===== config.mk =====
export PLATFORM = sky130hd
export DESIGN_NAME = x86_16bit_add_sub_cmp_jump_decoder
export DESIGN_NICKNAME = d
export VERILOG_FILES = /design/src/rtl/x86d_pkg.sv /design/src/rtl/x86_16bit_add_sub_cmp_jump_decoder.sv /design/src/rtl/x86d_core.sv /design/src/rtl/x86d_outreg.sv
export SDC_FILE = /design/constraint.sdc
export NUM_CORES = 1
export LEC_CHECK = 0
export BUFFER_PORTS_ARGS = -buffer_cell sky130_fd_sc_hd__buf_2
export CAP_MARGIN = 10
export CORE_ASPECT_RATIO = 1.25
export CORE_MARGIN = 2
export CORE_UTILIZATION = 50
export DETAILED_ROUTE_END_ITERATION = 16
export PLACE_DENSITY = 0.74
export SLEW_MARGIN = 25
export SYNTH_ARGS = -nofsm -noshare
export SYNTH_HDL_FRONTEND = slang
export SYNTH_HIERARCHICAL = 1
export SYNTH_SLANG_ARGS = --single-unit

===== constraint.sdc =====
create_clock -name clk -period 2.7 [get_ports clk]
set_clock_uncertainty 0.15 [all_clocks]
set_input_delay 0.27 -clock clk [delete_from_list [all_inputs] [get_ports clk]]
set_output_delay 0.27 -clock clk [all_outputs]
set_load 0.01 [all_outputs]

===== src/rtl/x86d_pkg.sv =====
// Package for the byte-serial 16-bit x86 decoder: types, opcode patterns
// and decode functions. Used by every module of the block; depends on nothing.
package x86d_pkg;

    localparam logic [7:0] ACC_MASK  = 8'b1100_0110;
    localparam logic [7:0] ACC_MATCH = 8'b0000_0100;
    localparam logic [7:0] IRM_MASK  = 8'b1111_1100;
    localparam logic [7:0] IRM_MATCH = 8'b1000_0000;
    localparam logic [7:0] RMR_MASK  = 8'b1100_0100;
    localparam logic [7:0] RMR_MATCH = 8'b0000_0000;

    localparam logic [7:0] JCC_FIRST  = 8'h70;
    localparam logic [7:0] JCC_LAST   = 8'h7F;
    localparam logic [7:0] LOOP_FIRST = 8'hE0;
    localparam logic [7:0] LOOP_LAST  = 8'hE3;

    localparam logic [1:0] FORM_ACC  = 2'd0;
    localparam logic [1:0] FORM_IRM  = 2'd1;
    localparam logic [1:0] FORM_RMR  = 2'd2;
    localparam logic [1:0] FORM_JUMP = 2'd3;

    localparam logic [1:0] MOD_MEM    = 2'd0;
    localparam logic [1:0] MOD_DISP8  = 2'd1;
    localparam logic [1:0] MOD_DISP16 = 2'd2;
    localparam logic [2:0] RM_DIRECT  = 3'd6;

    localparam logic [1:0] LEN_NONE = 2'd0;
    localparam logic [1:0] LEN_BYTE = 2'd1;
    localparam logic [1:0] LEN_WORD = 2'd2;

    typedef enum logic [6:0] {
        PH_OPCODE  = 7'b000_0001,
        PH_MODRM   = 7'b000_0010,
        PH_DISP_LO = 7'b000_0100,
        PH_DISP_HI = 7'b000_1000,
        PH_IMM_LO  = 7'b001_0000,
        PH_IMM_HI  = 7'b010_0000,
        PH_OFFSET  = 7'b100_0000
    } phase_t;

    typedef struct packed {
        logic [1:0]         form;
        logic [2:0]         alu_op;
        logic [7:0]         opcode;
        logic               wide;
        logic               reg_is_dest;
        logic [1:0]         mode;
        logic [2:0]         reg_field;
        logic [2:0]         rm_field;
        logic signed [15:0] displacement;
        logic signed [15:0] immediate;
        logic               bad_opcode;
    } record_t;

    typedef struct packed {
        logic    valid;
        record_t rec;
    } result_t;

    function automatic logic [1:0] form_of(input logic [7:0] op);
        logic [1:0] f;
        if ((op & ACC_MASK) == ACC_MATCH) f = FORM_ACC;
        else if ((op & IRM_MASK) == IRM_MATCH) f = FORM_IRM;
        else if ((op & RMR_MASK) == RMR_MATCH) f = FORM_RMR;
        else f = FORM_JUMP;
        return f;
    endfunction

    function automatic logic is_branch(input logic [7:0] op);
        return ((op >= JCC_FIRST) && (op <= JCC_LAST)) ||
               ((op >= LOOP_FIRST) && (op <= LOOP_LAST));
    endfunction

    function automatic logic [1:0] disp_len(input logic [7:0] modrm);
        logic [1:0] len;
        if (modrm[7:6] == MOD_DISP8) len = LEN_BYTE;
        else if (modrm[7:6] == MOD_DISP16) len = LEN_WORD;
        else if ((modrm[7:6] == MOD_MEM) && (modrm[2:0] == RM_DIRECT)) len = LEN_WORD;
        else len = LEN_NONE;
        return len;
    endfunction

    function automatic logic [1:0] imm_len(input logic [7:0] op);
        logic [1:0] f;
        logic [1:0] len;
        f = form_of(op);
        if (f == FORM_ACC) len = op[0] ? LEN_WORD : LEN_BYTE;
        else if (f == FORM_IRM) len = (op[0] && !op[1]) ? LEN_WORD : LEN_BYTE;
        else len = LEN_NONE;
        return len;
    endfunction

    function automatic logic [15:0] sext8(input logic [7:0] b);
        return {{8{b[7]}}, b};
    endfunction

    function automatic record_t build_record(input logic [7:0] op, input logic [7:0] m,
                                             input logic [15:0] disp,
                                             input logic [15:0] imm);
        record_t    r;
        logic [1:0] f;
        r = '0;
        f = form_of(op);
        r.form = f;
        r.opcode = op;
        r.displacement = disp;
        if (f == FORM_JUMP) begin
            r.bad_opcode = !is_branch(op);
        end
        else begin
            r.alu_op = (f == FORM_IRM) ? m[5:3] : op[5:3];
            r.wide = op[0];
            r.immediate = imm;
            if (f != FORM_ACC) begin
                r.mode = m[7:6];
                r.reg_field = m[5:3];
                r.rm_field = m[2:0];
            end
            if (f == FORM_RMR) begin
                r.reg_is_dest = op[1];
            end
        end
        return r;
    endfunction

endpackage


===== src/rtl/x86_16bit_add_sub_cmp_jump_decoder.sv =====
// Top level of the byte-serial 16-bit x86 decoder for add/sub/cmp forms and
// short jumps. Depends on x86d_pkg, x86d_core and x86d_outreg.
//
// The slave channel takes one code byte per word. When the last byte of an
// instruction is taken, one decoded record goes out on the master channel;
// earlier bytes of the instruction produce nothing.
// Latency: the record is valid in the cycle after its last byte is taken.
// Throughput: one code byte per cycle while the receiver does not stall;
// the result register lets the next byte in as the waiting record is taken.
// A stalled receiver holds the record and its valid; the slave channel
// then stalls too, since s_axis_tready is low only while a record waits
// and m_axis_tready is low.
// Reset clears the phase to awaiting an opcode, clears the held bytes and
// accumulators and drops m_axis_tvalid. No clearing pass is needed.
// An unknown opcode takes one offset byte and returns a jump-form record
// with the error flag set in tuser.
module x86_16bit_add_sub_cmp_jump_decoder (
    input  logic        clk,
    input  logic        rst_n,
    input  logic        s_axis_tvalid,
    output logic        s_axis_tready,
    input  logic [7:0]  s_axis_tdata,   // code_byte
    output logic        m_axis_tvalid,
    input  logic        m_axis_tready,
    // form, alu_op, opcode, wide, reg_is_dest, mode, reg_field, rm_field,
    // displacement, immediate, zero pad
    output logic [55:0] m_axis_tdata,
    output logic        m_axis_tuser    // bad_opcode
);

    logic              take;
    x86d_pkg::result_t res;
    x86d_pkg::record_t rec;

    assign s_axis_tready = !m_axis_tvalid || m_axis_tready;
    assign take = s_axis_tvalid && s_axis_tready;

    x86d_core u_core (
        .clk       (clk),
        .rst_n     (rst_n),
        .take      (take),
        .code_byte (s_axis_tdata),
        .res       (res)
    );

    x86d_outreg u_outreg (
        .clk   (clk),
        .rst_n (rst_n),
        .take  (take),
        .res   (res),
        .ready (m_axis_tready),
        .valid (m_axis_tvalid),
        .rec   (rec)
    );

    assign m_axis_tdata = {1'b0, rec.immediate, rec.displacement, rec.rm_field,
                           rec.reg_field, rec.mode, rec.reg_is_dest, rec.wide,
                           rec.opcode, rec.alu_op, rec.form};
    assign m_axis_tuser = rec.bad_opcode;

endmodule


===== src/rtl/x86d_core.sv =====
// Instruction collector: phase register, held opcode, mod-reg-rm byte and
// displacement/immediate accumulators. Depends on x86d_pkg.
module x86d_core (
    input  logic              clk,
    input  logic              rst_n,
    input  logic              take,
    input  logic [7:0]        code_byte,
    output x86d_pkg::result_t res
);

    x86d_pkg::phase_t phase_reg;
    x86d_pkg::phase_t phase_next;
    logic [7:0]       opcode_reg;
    logic [7:0]       opcode_next;
    logic [7:0]       modrm_reg;
    logic [7:0]       modrm_next;
    logic [15:0]      disp_reg;
    logic [15:0]      disp_next;
    logic [15:0]      imm_reg;
    logic [15:0]      imm_next;
    logic             emit;
    logic             no_imm;

    assign no_imm = (x86d_pkg::imm_len(opcode_reg) == x86d_pkg::LEN_NONE);

    always_comb
    begin
        phase_next = phase_reg;
        opcode_next = opcode_reg;
        modrm_next = modrm_reg;
        disp_next = disp_reg;
        imm_next = imm_reg;
        emit = 1'b0;
        case (phase_reg)
            x86d_pkg::PH_MODRM:
            begin
                modrm_next = code_byte;
                if (x86d_pkg::disp_len(code_byte) != x86d_pkg::LEN_NONE) begin
                    phase_next = x86d_pkg::PH_DISP_LO;
                end
                else if (no_imm) begin
                    emit = 1'b1;
                end
                else begin
                    phase_next = x86d_pkg::PH_IMM_LO;
                end
            end
            x86d_pkg::PH_DISP_LO:
            begin
                if (x86d_pkg::disp_len(modrm_reg) == x86d_pkg::LEN_BYTE) begin
                    disp_next = x86d_pkg::sext8(code_byte);
                    if (no_imm) emit = 1'b1;
                    else phase_next = x86d_pkg::PH_IMM_LO;
                end
                else begin
                    disp_next = {8'h00, code_byte};
                    phase_next = x86d_pkg::PH_DISP_HI;
                end
            end
            x86d_pkg::PH_DISP_HI:
            begin
                disp_next = {code_byte, disp_reg[7:0]};
                if (no_imm) emit = 1'b1;
                else phase_next = x86d_pkg::PH_IMM_LO;
            end
            x86d_pkg::PH_IMM_LO:
            begin
                if (x86d_pkg::imm_len(opcode_reg) == x86d_pkg::LEN_BYTE) begin
                    imm_next = x86d_pkg::sext8(code_byte);
                    emit = 1'b1;
                end
                else begin
                    imm_next = {8'h00, code_byte};
                    phase_next = x86d_pkg::PH_IMM_HI;
                end
            end
            x86d_pkg::PH_IMM_HI:
            begin
                imm_next = {code_byte, imm_reg[7:0]};
                emit = 1'b1;
            end
            x86d_pkg::PH_OFFSET:
            begin
                disp_next = x86d_pkg::sext8(code_byte);
                emit = 1'b1;
            end
            default:
            begin
                opcode_next = code_byte;
                modrm_next = 8'h00;
                disp_next = 16'h0000;
                imm_next = 16'h0000;
                case (x86d_pkg::form_of(code_byte))
                    x86d_pkg::FORM_ACC:  phase_next = x86d_pkg::PH_IMM_LO;
                    x86d_pkg::FORM_JUMP: phase_next = x86d_pkg::PH_OFFSET;
                    default:             phase_next = x86d_pkg::PH_MODRM;
                endcase
            end
        endcase
        if (emit) begin
            phase_next = x86d_pkg::PH_OPCODE;
        end
    end

    assign res.valid = take && emit;
    assign res.rec = x86d_pkg::build_record(opcode_next, modrm_next, disp_next, imm_next);

    always_ff @(posedge clk or negedge rst_n)
    begin
        if (!rst_n) begin
            phase_reg <= x86d_pkg::PH_OPCODE;
            opcode_reg <= 8'h00;
            modrm_reg <= 8'h00;
            disp_reg <= 16'h0000;
            imm_reg <= 16'h0000;
        end
        else if (take) begin
            phase_reg <= phase_next;
            opcode_reg <= opcode_next;
            modrm_reg <= modrm_next;
            disp_reg <= disp_next;
            imm_reg <= imm_next;
        end
    end

endmodule


===== src/rtl/x86d_outreg.sv =====
// Result register of the decoder: holds one decoded record until the
// receiver takes it. Depends on x86d_pkg.
module x86d_outreg (
    input  logic              clk,
    input  logic              rst_n,
    input  logic              take,
    input  x86d_pkg::result_t res,
    input  logic              ready,
    output logic              valid,
    output x86d_pkg::record_t rec
);

    logic              valid_reg;
    logic              valid_next;
    x86d_pkg::record_t rec_reg;

    always_comb
    begin
        valid_next = valid_reg;
        if (take) valid_next = res.valid;
        else if (ready) valid_next = 1'b0;
    end

    always_ff @(posedge clk or negedge rst_n)
    begin
        if (!rst_n) begin
            valid_reg <= 1'b0;
        end
        else begin
            valid_reg <= valid_next;
        end
    end

    always_ff @(posedge clk)
    begin
        if (take && res.valid) begin
            rec_reg <= res.rec;
        end
    end

    assign valid = valid_reg;
    assign rec = rec_reg;

endmodule


== Word-level counts from Yosys, hierarchy flattened ==
Index checks and enable logic that the tools add are counted.
Cells by class
  reductions and logical operators: 33
  bitwise operators: 2
  equality and inequality tests: 28
  magnitude comparators: 4
  mux-type cells: 47
Operator list (number)
  case mux 16 bit (4 select lines): 1
  case mux 16 bit (3 select lines): 1
  2-to-1 mux 2 bit: 23
  2-to-1 mux 7 bit: 5
  case mux 7 bit (5 select lines): 1
  2-to-1 mux 16 bit: 2
  logical NOT 8 bit: 3
  == test 6 bit, second input constant: 3
  case mux 8 bit (2 select lines): 1
  == test 2 x 1 -> 1 bit, second input constant: 7
  case mux 7 bit (2 select lines): 1
  == test 4 x 2 -> 1 bit, second input constant: 3
  logical NOT 2 bit: 6
  == test 2 bit, second input constant: 5
  2-to-1 mux 1 bit: 9
  greater-or-equal comparator 8 x 7 -> 1 bit, second input constant: 1
  greater-or-equal comparator 8 bit, second input constant: 1
  less-or-equal comparator 8 x 7 -> 1 bit, second input constant: 1
  less-or-equal comparator 8 bit, second input constant: 1
  logical AND 1 bit: 8
  2-to-1 mux 8 bit: 1
  == test 7 x 2 -> 1 bit, second input constant: 1
  == test 7 x 3 -> 1 bit, second input constant: 1
  == test 7 x 4 -> 1 bit, second input constant: 1
  18 further kinds: 27
Word-level totals
  register bits: 112
  word-level logic and storage cells: 131
  output and inout port bits: 59
  input bits: 12

== Logic depth before layout (Yosys ltp) ==
  word-level depth: 14
  mapped depth: 9
  gate-level depth less buffers: 7

== Hierarchy ==
The synthesis kept the hierarchy.
By module, submodules not included
  x86d_core: cells each 389, seq. area each 1377.6 µm², instances 1, area each 3503.4 µm²
  x86d_outreg: cells each 60, seq. area each 1706.6 µm², instances 1, area each 1726.7 µm²
  x86_16bit_add_sub_cmp_jump_decoder: cells each 4, seq. area each 0.0 µm², instances 1, area each 33.8 µm²

== Worst setup path after synthesis ==
OpenSTA, ideal clock, no wires.
  path type: register -> register
  from: register u_core.phase_reg[2]
  to: register u_outreg.rec_reg (netlist bit u_outreg/rec[0]), enable pin
  data required time: 2176 ps
  path buffers: 1
  data arrival time: 2362 ps
  clock period less this slack: 2887 ps
  stages on the path, launching flop included: 7
  setup slack: -187 ps
  setup time: 374 ps
  cells stage by stage: dfrtp_1 > buf_2 > or3b_2 > nor4_1 > o211ai_1 > a31oi_1 > and2_4
RTL lines
  start: declaration: line x86d_core.sv:11  | x86d_pkg::phase_t phase_reg;
  start signal: assignment: line x86d_core.sv:111  | phase_reg <= x86d_pkg::PH_OPCODE;
  start signal: assignment: line x86d_core.sv:118  | phase_reg <= phase_next;
  end signal: assignment: line x86d_outreg.sv:37  | rec_reg <= res.rec;
  end: declaration: line x86d_outreg.sv:15  | x86d_pkg::record_t rec_reg;

==> impl_metrics.json <==
{
  "die_width_um": 95.8,
  "globalRoute.busiestLayer": "met2",
  "worst_setup_path_start_kind": "flop",
  "finalSetupViolCount": 0,
  "post-cts-setup-buffers": 0,
  "slew_headroom": 0.551,
  "dp.final_hpwl_mm": 8.95,
  "synth_area_um2": 5260,
  "worst_ep_arrival_time_ns": 2.50,
  "top_level_ports": 71,
  "cp_slowest_stage_delay_ns": 0.61,
  "cts_tree": "built",
  "slowest_stage": "sky130_fd_sc_hd__or4_4",
  "post-synth-top-count-cell": "sky130_fd_sc_hd__edfxtp_1",
  "cp-end-kind": "flop",
  "flip_flop_count_of_the_largest_register_all_copies_and_words_added": 56,
  "fill_cells": 823,
  "placementRows": 41,
  "syn_avg_cell_area_um2": 11.6,
  "slew_violations": 0,
  "synth_edf_count": 56,
  "nets": 544,
  "vias": 4003,
  "final_weighted_congestion_in_routability_driven_placement": 0.878,
  "post_synth_num_cell_types": 66,
  "fin_util": 0.612,
  "synth_top_flop_cell": "sky130_fd_sc_hd__edfxtp_1",
  "totalWireLength_mm": 12.9,
  "synthTopCellsByCount": "sky130_fd_sc_hd__edfxtp_1, sky130_fd_sc_hd__dfrtp_1, sky130_fd_sc_hd__nor2_1",
  "clock_sink_count": 112,
  "report.power.total_mw": 6.52,
  "final_cell_area_um2": 6210,
  "leakage_nw": 2.68,
  "wire_length_of_the_first_global_routing_pass_mm": 20.7,
  "async_reset_ff_frac": 0.500,
  "tightest_slew_ns": 0.669,
  "synth_top_cell_by_area": "sky130_fd_sc_hd__edfxtp_1",
  "yosys_warnings": 6,
  "syn-instance-count": 453,
  "rsz0062_at_grt": "no",
  "diodes": 0,
  "timing.final.crit_share": 0.964,
  "synth.net_count": 467,
  "antenna_found_initial": 0,
  "postLayoutSetupSlackWorst_ns": 0.0975,
  "initial_utilization": 0.518,
  "detail-route-antenna-nets": 0,
  "yosys.area.top_type_share": 0.319,
  "clkSlewWorstSetupHoldPaths_ns": 0.07,
  "cp_max_fo": 25,
  "overflow": 0,
  "timing.critical_path.required_ns": 2.60,
  "htree_num_levels": 3,
  "drtPass1Iterations": 7,
  "grtUsageTotal": 0.239,
  "drt_first_iter_violations": 322,
  "result_of_the_run": "finished clean",
  "vias_per_cell": 6.03,
  "timing.final.hold_violations": 0,
  "finalWorstPathRequiredPeriod_ns": 2.60,
  "placed_area_um2": 5930,
  "criticalPathCategory": "flop to flop",
  "die_y_um": 119,
  "dp_slack_ns": 0.0887,
  "drive_above_1_share": 0.267,
  "core-area_um2": 10200,
  "synth_top_cells_by_area": "sky130_fd_sc_hd__edfxtp_1, sky130_fd_sc_hd__dfrtp_1, sky130_fd_sc_hd__a22o_1",
  "yosysSeqAreaShare": 0.586,
  "cts-buffers-inserted": 9,
  "ctsRootBufferMaster": "sky130_fd_sc_hd__clkbuf_16",
  "clock_tree.buffer_depth": 2,
  "hold_ws_ns": 0.103,
  "r2r.worst_path.cells": 6,
  "placement.io_buffers": 69,
  "post-route-drc-count": 0,
  "pin_count_of_the_biggest_net_entering_global_routing": 45,
  "global_route_met3_usage": 0.0408,
  "clk_latency_ns": 0.34,
  "area_growth_syn_to_layout_pct": 18.0,
  "fin_tns_setup_ns": 0,
  "number_of_global_route_vias_before_repair": 3969,
  "groute.layer.met1.usage": 0.330,
  "crit_chain": "or4_4, nor4_4, o211ai_1, a31oi_1, and2_4, buf_12",
  "max-cap-violations": 0,
  "numPlacedInstances": 647,
  "hold_path.class": "primary input to flop",
  "power.density_nw_per_um2": 1050,
  "gr-usage-met2": 0.376,
  "min_path_cells": 3,
  "die_area_um2": 11400,
  "routedWlPerCell_um": 19.4,
  "final_instance_count_excl_fillers": 664,
  "max_freq_mhz": 384,
  "worst_ir_drop_vdd_uv": 506,
  "ys_ff_latch": 112
}
[routing by layer]
| metal | share of wire | up-vias |
|---|---|---|
| met5 | 0 | - |
| met4 | 0.027 | 0 |
| met3 | 0.052 | 19 |
| met2 | 0.50 | 140 |
| met1 | 0.43 | 2002 |
| li1 | - | 1842 |
[path summary, 6_finish.rpt]
path / start / end / slack [ns]
worst max-delay path: u_core/phase_reg[0] / u_outreg/rec[19] / 0.1
worst min-delay path: m_axis_tready / u_outreg/valid / 0.10
worst max register to register: u_core/phase_reg[0] / u_outreg/rec[19] / 0.1
worst min register to register: u_core/imm_reg[13] / u_core/imm_reg[13] / 0.34
max in group asynchronous: rst_n / u_core/phase_reg[0] / 1.39
min in group asynchronous: rst_n / u_core/imm_reg[3] / 0.35
[layout make-up]
| type | instances | area (um^2) | area share |
|---|---|---|---|
| Inverter | 14 | 52.6 | 0.00846 |
| Timing Repair Buffer | 103 | 653 | 0.105 |
| Sequential cell | 112 | 3080 | 0.496 |
| Clock buffer | 14 | 254 | 0.0409 |
| Clock inverter | 2 | 16.3 | 0.00262 |
| Multi-Input combinational cell | 290 | 1990 | 0.321 |
| Tap cell | 129 | 161 | 0.0260 |
[where the power goes]
part / internal (mW) / total, mW / switching (mW)
combinational: 1.12 / 2.68 / 1.56
sequential: 2.31 / 2.61 / 0.298
clock: 0.657 / 1.23 / 0.569
total: 4.09 / 6.52 / 2.43
[what timing repair did]
item | CTS | global route
endpoints found under the hold margin | 27 | 0
setup endpoints to repair | 0 | 47
gates resized for setup | 0 | 1
hold buffers | 1 | 0
[logic make-up after synthesis]
kind of cell	after synthesis	share of synthesized area
compound gates	139	0.194
simple gates	128	0.129
flops	112	0.586
buf+inv	51	0.0449
mux	16	0.0340
xor+xnor	4	0.00666
fa+ha+maj	2	0.00475
other cells	1	0.000712
[cell usage in the layout, fill, tap and decap left out, drive strengths merged, types with 3 or more instances in the layout]
cell and n:
buf 102, mux2 6, or2 3, nor4 5, nor2 39, o22ai 3
and2 3, or4 3, o21ai 16, nor2b 5, nand2b 5, inv 14
a211oi 4, nor3 15, dfrtp 55, clkbuf 14, mux2i 10, or3 6
nand2 28, nand3 6, a21oi 28, a22oi 15, a21o 17, a22o 32
edfxtp 56, a32o 6
[worst max-delay path, delay by kind of cell (launching register included)]
family / cells / cell delay [ns]
flip-flops: 1 / 0.41
AND/OR/NAND/NOR: 3 / 1.17
buffers and inverters: 1 / 0.19
AO/OA/AOI/OAI: 2 / 0.37
Note: power is estimated with default switching activity, not from simulation.
